<file path="config.mk">
export PLATFORM = sky130hd
export DESIGN_NAME = codepage_to_utf8_transcoder
export DESIGN_NICKNAME = d
export VERILOG_FILES = /design/src/hdl/c2u_pkg.sv /design/src/hdl/codepage_to_utf8_transcoder.sv /design/src/hdl/c2u_front.sv /design/src/hdl/c2u_queue.sv /design/src/hdl/c2u_back.sv
export SDC_FILE = /design/constraint.sdc
export NUM_CORES = 2
export LEC_CHECK = 0
export BUFFER_PORTS_ARGS = -buffer_cell sky130_fd_sc_hd__buf_2
export CAP_MARGIN = 15
export CELL_PAD_IN_SITES_DETAIL_PLACEMENT = 1
export CELL_PAD_IN_SITES_GLOBAL_PLACEMENT = 1
export CORE_MARGIN = 3
export CORE_UTILIZATION = 57
export DETAILED_ROUTE_END_ITERATION = 16
export HOLD_SLACK_MARGIN = 0.1
export PLACE_DENSITY_LB_ADDON = 0.1
export SETUP_SLACK_MARGIN = 0.4
export SLEW_MARGIN = 0
export SYNTH_ARGS = -nofsm -noshare
export SYNTH_HDL_FRONTEND = slang
export SYNTH_SLANG_ARGS = --single-unit
export TNS_END_PERCENT = 100
</file>
<file path="constraint.sdc">
create_clock -name i_clk -period 4.5 [get_ports i_clk]
set_input_delay 0.45 -clock i_clk [delete_from_list [all_inputs] [get_ports i_clk]]
set_output_delay 0.45 -clock i_clk [all_outputs]
set_load 0.05 [all_outputs]
</file>
<file path="src/hdl/c2u_pkg.sv">
package c2u_pkg;

    // Sizes
    localparam int C2U_TABLE_ENTRIES = 128;
    localparam int C2U_QUEUE_DEPTH   = 4;

    // Encoding limits and byte marks
    localparam logic [20:0] MAX_ONE    = 21'd127;
    localparam logic [20:0] MAX_TWO    = 21'd2047;
    localparam logic [20:0] MAX_THREE  = 21'd65535;
    localparam logic [20:0] MAX_CODE   = 21'd1114111;
    localparam logic [7:0]  CONT_MASK  = 8'b0011_1111;
    localparam logic [7:0]  CONT_MARK  = 8'b1000_0000;
    localparam logic [7:0]  LEAD_TWO   = 8'b1100_0000;
    localparam logic [7:0]  LEAD_THREE = 8'b1110_0000;
    localparam logic [7:0]  LEAD_FOUR  = 8'b1111_0000;
    localparam logic [7:0]  SPACE_BYTE = 8'd32;
    localparam logic [7:0]  DROP_BYTE  = 8'd255;

    typedef enum logic {
        OP_TRANSLATE = 1'b0,
        OP_LOAD      = 1'b1
    } t_op;

    typedef struct packed {
        t_op         op;
        logic [7:0]  in_byte;
        logic [6:0]  table_index;
        logic [20:0] code_point;
    } t_in_item;

    typedef struct packed {
        logic [7:0] out_byte;
        logic       last;
    } t_out_item;

    // One classified request: 0 to 4 bytes, lead byte in slot 0
    typedef struct packed {
        logic [2:0]      count;
        logic [3:0][7:0] bytes;
    } t_run;

    function automatic logic [7:0] cont_byte(input logic [5:0] bits);
        return CONT_MARK | {2'b00, bits};
    endfunction

    // UTF-8 encoding of one code point; zero or a value above MAX_CODE gives no bytes
    function automatic t_run encode_utf8(input logic [20:0] cp);
        t_run run;
        run = '0;
        if (cp == '0) begin
            run.count = 3'd0;
        end else if (cp <= MAX_ONE) begin
            run.count    = 3'd1;
            run.bytes[0] = cp[7:0];
        end else if (cp <= MAX_TWO) begin
            run.count    = 3'd2;
            run.bytes[0] = LEAD_TWO | {3'b000, cp[10:6]};
            run.bytes[1] = cont_byte(cp[5:0]);
        end else if (cp <= MAX_THREE) begin
            run.count    = 3'd3;
            run.bytes[0] = LEAD_THREE | {4'b0000, cp[15:12]};
            run.bytes[1] = cont_byte(cp[11:6]);
            run.bytes[2] = cont_byte(cp[5:0]);
        end else if (cp <= MAX_CODE) begin
            run.count    = 3'd4;
            run.bytes[0] = LEAD_FOUR | {5'b00000, cp[20:18]};
            run.bytes[1] = cont_byte(cp[17:12]);
            run.bytes[2] = cont_byte(cp[11:6]);
            run.bytes[3] = cont_byte(cp[5:0]);
        end
        return run;
    endfunction

endpackage

</file>
<file path="src/hdl/codepage_to_utf8_transcoder.sv">
// Code-page to UTF-8 transcoder. Push a request when full is low: a load
// request writes one 21-bit code point into the table for bytes 128 to 255
// and produces nothing; a translate request produces 0 to 4 UTF-8 bytes, lead
// byte first, with last set on the final one. Requests are taken one per
// cycle while the run queue has room. The table is read at the accepting
// edge into the lookup stage registers, the byte is classified from them
// combinationally and a non-empty run enters the queue unless it is full;
// the output register then takes the first byte of the run from the queue
// head. The back end sends one byte per cycle while results are popped, so
// the output bytes (up to four per request) are the limit and a request that
// produces nothing still takes its place at the input. The table is usable
// right after reset: per-entry loaded flags make unloaded entries read as
// zero, and no clearing pass is needed.
module codepage_to_utf8_transcoder import c2u_pkg::*; #(
    parameter int TABLE_ENTRIES = C2U_TABLE_ENTRIES,
    parameter int QUEUE_DEPTH   = C2U_QUEUE_DEPTH
) (
    input  logic      i_clk,
    input  logic      i_rst_n,
    input  logic      push,
    output logic      full,
    input  t_in_item  i_item,
    output logic      empty,
    input  logic      pop,
    output t_out_item o_item
);
    logic q_push;
    logic q_full;
    logic q_valid;
    logic q_pop;
    logic front_busy;
    t_run q_in_run;
    t_run q_out_run;

    assign full = front_busy;

    // Lookup and classification
    c2u_front #(
        .TABLE_ENTRIES(TABLE_ENTRIES)
    ) u_front (
        .i_clk    (i_clk),
        .i_rst_n  (i_rst_n),
        .i_accept (push && !full),
        .i_item   (i_item),
        .i_stall  (q_full),
        .o_busy   (front_busy),
        .o_q_push (q_push),
        .o_q_run  (q_in_run)
    );

    // Run queue between the two halves
    c2u_queue #(
        .DEPTH(QUEUE_DEPTH)
    ) u_queue (
        .i_clk   (i_clk),
        .i_rst_n (i_rst_n),
        .i_push  (q_push),
        .i_run   (q_in_run),
        .o_full  (q_full),
        .i_pop   (q_pop),
        .o_valid (q_valid),
        .o_run   (q_out_run)
    );

    // Byte serializer
    c2u_back u_back (
        .i_clk     (i_clk),
        .i_rst_n   (i_rst_n),
        .i_q_valid (q_valid),
        .i_q_run   (q_out_run),
        .o_q_pop   (q_pop),
        .i_pop     (pop),
        .o_empty   (empty),
        .o_item    (o_item)
    );

endmodule

</file>
<file path="src/hdl/c2u_front.sv">
module c2u_front import c2u_pkg::*; #(
    parameter int TABLE_ENTRIES = C2U_TABLE_ENTRIES
) (
    input  logic     i_clk,
    input  logic     i_rst_n,
    input  logic     i_accept,
    input  t_in_item i_item,
    input  logic     i_stall,
    output logic     o_busy,
    output logic     o_q_push,
    output t_run     o_q_run
);
    localparam int IDX_W = $clog2(TABLE_ENTRIES);

    logic [20:0]            r_mem [TABLE_ENTRIES];
    logic [TABLE_ENTRIES-1:0] r_loaded;
    logic [20:0]            r_rd_data;
    logic                   r_rd_hit;
    logic                   r_s1_valid;
    logic [7:0]             r_s1_byte;
    logic                   load_req;
    logic                   xlat_req;
    logic [IDX_W-1:0]       wr_idx;
    logic [IDX_W-1:0]       rd_idx;
    logic [20:0]            entry_cp;
    t_run                   run;

    assign load_req = i_accept && (i_item.op == OP_LOAD);
    assign xlat_req = i_accept && (i_item.op == OP_TRANSLATE);
    assign wr_idx   = i_item.table_index[IDX_W-1:0];
    assign rd_idx   = i_item.in_byte[IDX_W-1:0];

    // Table store, read registered
    always_ff @(posedge i_clk) begin
        if (load_req) begin
            r_mem[wr_idx] <= i_item.code_point;
        end
        if (xlat_req) begin
            r_rd_data <= r_mem[rd_idx];
            r_s1_byte <= i_item.in_byte;
        end
    end

    // Per-entry loaded flags, so unloaded entries read as zero
    always_ff @(posedge i_clk) begin
        if (!i_rst_n) begin
            r_loaded <= '0;
            r_rd_hit <= 1'b0;
        end else begin
            if (load_req) begin
                r_loaded[wr_idx] <= 1'b1;
            end
            if (xlat_req) begin
                r_rd_hit <= r_loaded[rd_idx];
            end
        end
    end

    // Lookup stage holds one translate request
    always_ff @(posedge i_clk) begin
        if (!i_rst_n) begin
            r_s1_valid <= 1'b0;
        end else if (!o_busy) begin
            r_s1_valid <= xlat_req;
        end
    end

    assign entry_cp = r_rd_hit ? r_rd_data : '0;

    // Classify the byte into an output run
    always_comb begin
        run = '0;
        if (r_s1_byte == DROP_BYTE) begin
            run.count = 3'd0;
        end else if (r_s1_byte[7]) begin
            run = encode_utf8(entry_cp);
        end else if (r_s1_byte == 8'd7  || r_s1_byte == 8'd16 || r_s1_byte == 8'd17 ||
                     r_s1_byte == 8'd27 || r_s1_byte == 8'd30 || r_s1_byte == 8'd31) begin
            run.count    = 3'd1;
            run.bytes[0] = SPACE_BYTE;
        end else begin
            run.count    = 3'd1;
            run.bytes[0] = r_s1_byte;
        end
    end

    assign o_busy   = r_s1_valid && i_stall;
    assign o_q_push = r_s1_valid && !i_stall && (run.count != 3'd0);
    assign o_q_run  = run;

endmodule

</file>
<file path="src/hdl/c2u_queue.sv">
module c2u_queue import c2u_pkg::*; #(
    parameter int DEPTH = C2U_QUEUE_DEPTH
) (
    input  logic i_clk,
    input  logic i_rst_n,
    input  logic i_push,
    input  t_run i_run,
    output logic o_full,
    input  logic i_pop,
    output logic o_valid,
    output t_run o_run
);
    localparam int PTR_W = (DEPTH > 1) ? $clog2(DEPTH) : 1;
    localparam int CNT_W = $clog2(DEPTH + 1);
    localparam logic [PTR_W-1:0] LAST_PTR = PTR_W'(DEPTH - 1);
    localparam logic [CNT_W-1:0] FULL_CNT = CNT_W'(DEPTH);

    t_run             r_slots [DEPTH];
    logic [PTR_W-1:0] r_wr_ptr;
    logic [PTR_W-1:0] r_rd_ptr;
    logic [CNT_W-1:0] r_count;
    logic [PTR_W-1:0] n_wr_ptr;
    logic [PTR_W-1:0] n_rd_ptr;
    logic             do_push;
    logic             do_pop;

    assign o_full  = (r_count == FULL_CNT);
    assign o_valid = (r_count != '0);
    assign do_push = i_push && !o_full;
    assign do_pop  = i_pop && o_valid;
    assign o_run   = r_slots[r_rd_ptr];

    assign n_wr_ptr = (r_wr_ptr == LAST_PTR) ? '0 : r_wr_ptr + 1'b1;
    assign n_rd_ptr = (r_rd_ptr == LAST_PTR) ? '0 : r_rd_ptr + 1'b1;

    // Slot storage
    always_ff @(posedge i_clk) begin
        if (do_push) begin
            r_slots[r_wr_ptr] <= i_run;
        end
    end

    // Pointers and fill level
    always_ff @(posedge i_clk) begin
        if (!i_rst_n) begin
            r_wr_ptr <= '0;
            r_rd_ptr <= '0;
            r_count  <= '0;
        end else begin
            if (do_push) begin
                r_wr_ptr <= n_wr_ptr;
            end
            if (do_pop) begin
                r_rd_ptr <= n_rd_ptr;
            end
            if (do_push && !do_pop) begin
                r_count <= r_count + 1'b1;
            end else if (do_pop && !do_push) begin
                r_count <= r_count - 1'b1;
            end
        end
    end

endmodule

</file>
<file path="src/hdl/c2u_back.sv">
module c2u_back import c2u_pkg::*; (
    input  logic      i_clk,
    input  logic      i_rst_n,
    input  logic      i_q_valid,
    input  t_run      i_q_run,
    output logic      o_q_pop,
    input  logic      i_pop,
    output logic      o_empty,
    output t_out_item o_item
);
    logic       r_out_valid;
    t_out_item  r_out;
    logic [1:0] r_idx;
    logic       load_out;
    logic       is_last;

    assign load_out = !r_out_valid || i_pop;
    assign is_last  = ({1'b0, r_idx} == (i_q_run.count - 3'd1));
    assign o_q_pop  = load_out && i_q_valid && is_last;

    // Byte cursor within the head run
    always_ff @(posedge i_clk) begin
        if (!i_rst_n) begin
            r_idx <= '0;
        end else if (load_out && i_q_valid) begin
            r_idx <= is_last ? 2'd0 : r_idx + 2'd1;
        end
    end

    // Output register
    always_ff @(posedge i_clk) begin
        if (!i_rst_n) begin
            r_out_valid <= 1'b0;
        end else if (load_out) begin
            r_out_valid <= i_q_valid;
        end
    end

    always_ff @(posedge i_clk) begin
        if (load_out && i_q_valid) begin
            r_out.out_byte <= i_q_run.bytes[r_idx];
            r_out.last     <= is_last;
        end
    end

    assign o_empty = !r_out_valid;
    assign o_item  = r_out;

endmodule

</file>
==> flow_metrics.tcl <==
set metrics [dict create \
    netSwitchingPower_mw 12.2 \
    status "complete, no violations" \
    total_leakage_power_nw 40.6 \
    hold_class "in -> reg" \
    max_freq_mhz 266 \
    slowest_delay_ns 0.54 \
    slew_violations 0 \
    crit_fanout 9 \
    gr-total-overflow 0 \
    skew_ns 0.0380 \
    ff2ff_setup_slack_ns 0.74 \
    drcViolationCount 0 \
    cts_max_path_buffers 4 \
    mostFrequentLayoutCell "edfxtp_1" \
    cp-end-kind "register" \
    ir_drop_uv 408 \
    switching_share 0.209 \
    yosys.area.top_type "edfxtp_1" \
    maxCapViolCount 0 \
    grtUsageTotal 0.299 \
    startpoint "u_front.r_rd_data[19]" \
    wirelength_mm 301 \
    die_h_um 453 \
    via_per_inst 6.77 \
    setup-tns-final_ns 0 \
    intPower_mw 46.3 \
    post-route-period-util 0.835 \
    place_hpwl_mm 170 \
    synth_edf_count 2850 \
    path_class "reg -> reg" \
    ys.flop_type "edfxtp_1" \
    grt_pass1_wl_mm 430 \
    critPathRequiredTime_ns 5.35 \
    relSlewSlack 0.188 \
    num_rows 163 \
    whs_ns 0.147 \
    powerDensity_mw_per_mm2 452 \
    grt_max_degree 98 \
    numCtsBuffers 318 \
    synth_area_leaders "edfxtp_1, mux4_2, dfxtp_1, o21a_1, nor2_1" \
    numPortBuffers 51 \
    p_seq_frac 0.525 \
    fin_nets 5304 \
    die_w_um 453 \
    tritoncts "done" \
    area_growth_pct 13.6 \
    clk_latency_ns 0.95 \
    clkPwrFrac 0.424 \
    ys_warn_count 0 \
    final-hold-violation-count 0 \
    tightestPinTransition_ns 1.22 \
    antenna_left 0 \
    yosysUniqueCellTypes 60 \
    htree_levels 5 \
    r2r_start "u_front.r_rd_data[19]" \
    setup_viol 0 \
    final_cell_mix "edfxtp_1, mux4_2, clkbuf_16" \
    drive_gt1_frac 0.330 \
    critPathArrivalTime_ns 4.61 \
    combPwrFrac 0.051 \
    worstPathCellList "nor4_2 > o221ai_1 > a31oi_1 > o311a_1 > ha_1 > inv_1 > fa_1 > xor2_1 > or3_1 > a21boi_0" \
    syn_avg_cell_area_um2 23.6 \
    clkSlewWorstSetupHoldPaths_ns 0.06 \
    fin_util 0.654 \
    cts_root_buf "clkbuf_16" \
    placed_cells 7553 \
    rsz0062_at_grt "false" \
    firstDrtPassIters 6 \
    synthArstFlopShare 0 \
    clkSinkCount 2992 \
    start_util 0.575 \
    dieArea_mm2 0.205 \
    synth_area_mm2 0.114 \
    core_mm2 0.198 \
    synth_seq_cells 2992 \
    timing.critical_path.to "u_queue.r_count[2]" \
    pin_count 52 \
    vias 55100 \
    instances_no_fill 8141 \
    routabilityCongestion 0.815 \
    placed_area_mm2 0.119 \
    drt-initial-drc-count 7390 \
    wire_per_inst_um 37.0 \
    grt_pass1_vias 57400 \
    min_from "i_item[7]" \
    synth_top_area_frac 0.751 \
    critPathLaunchType "register" \
    stdcell_area_mm2 0.129 \
    grt_antenna_before_repair 17 \
    postSynthCellCount 4826 \
    syn_nets 4875 \
    timing.rr.end "u_queue.r_count[2]" \
    seq_area_frac_synth 0.776 \
    critPathSlowestCell "nor4_2" \
    rr_worst_depth 10 \
    period_needed_ns 3.76 \
]
-- cell type report --
cell class / instances / area [um2]
flip-flops and latches: 2992 / 88400
fillers: 15200 / 68600
multi-input cells: 1553 / 24600
clock buffers: 419 / 8630
well taps: 2640 / 3300
repair buffers: 373 / 3250
clock inverters: 136 / 1120
inverters: 17 / 71.3
diodes: 11 / 27.5
-- synth_stat cells, types with 4 or more instances --
cell type and count:
a211oi_1 10, a21boi_0 4, a21oi_1 23, a31oi_1 6, and2_1 13, buf_1 16
buf_2 113, buf_4 6, buf_6 6, clkbuf_1 122, dfxtp_1 142, edfxtp_1 2850
ha_1 7, inv_1 15, mux2i_1 24, mux4_2 904, nand2_1 49, nand3_1 26
nand3b_1 5, nor2_1 155, nor2b_1 7, nor3_1 8, nor4_1 27, o21a_1 128
o21ai_0 13, o22ai_1 85, or3_1 7, xnor2_1 4
-- worst min path at each step --
stage	endpoint	slack, ns	cells after the start
after floorplan	u_front.r_loaded[72]	0.43	1
after global placement	u_front.r_loaded[86]	0.44	1
after detailed placement	u_front.r_loaded[72]	0.45	1
after CTS	u_front.r_mem[64][7]	0.12	1
after global routing	u_front.r_mem[71][7]	0.17	1
final	u_front.r_mem[69][7]	0.15	1
-- routing by layer --
| layer | up-vias | global-route usage | share of wire |
|---|---|---|---|
| li1 | 21600 | - | - |
| met1 | 30100 | 0.433 | 0.40 |
| met2 | 2907 | 0.470 | 0.49 |
| met3 | 476 | 0.0568 | 0.086 |
| met4 | 8 | 0.0920 | 0.030 |
| met5 | - | 0 | 0.00023 |
-- worst max-delay path: cells and delay by family, from the launching register on --
family	cells	cell delay, ns
compound gates	4	1.48
xor+xnor	1	0.16
fa+ha+maj	2	0.64
buf+inv	1	0.07
flops	1	0.45
simple gates	2	0.85
-- logic make-up after synthesis --
group	Yosys count	share of synthesized area
multiplexers	930	0.181
XOR/XNOR	7	0.000538
flip-flops	2992	0.776
buffers and inverters	281	0.0111
AO/OA/AOI/OAI	294	0.0180
AND/OR/NAND/NOR	314	0.0126
adder cells (fa/ha/maj)	8	0.000944
-- power groups by stage --
stage / sequential [mW] / clock (mW) / combinational [mW]
after detailed placement: 31.3 / 0 / 2.97
after global placement: 31.3 / 0 / 2.90
final: 30.7 / 24.8 / 2.97
after global routing: 30.7 / 26.4 / 3.15
after floorplan: 31.3 / 0 / 1.61
after CTS: 30.7 / 25.2 / 3.00
-- registers in the layout (all words and copies together) (netlist names), 3 cells and up, named ones only --
signal and cells:
u_front.r_mem 2688, u_front.r_loaded 128, u_queue.r_slots 124, u_front.r_rd_data 21
u_back.o_item 9, u_front.r_s1_byte 8, u_queue.r_count 3
-- what timing repair did --
action                                 CTS  global route
hold buffers                            22             0
resized for setup                        0             1
buffers inserted                         0             0
endpoints found under the hold margin  332             0
setup endpoints to repair                0             1
-- metrics by stage --
stage,power [mW],setup WS [ns]
floorplan,32.9,1.10
global placement,34.2,0.594
detailed placement,34.3,0.538
CTS,58.9,0.587
global route,60.2,0.555
finish,58.5,0.743
Note: power is estimated with default switching activity, not from simulation.
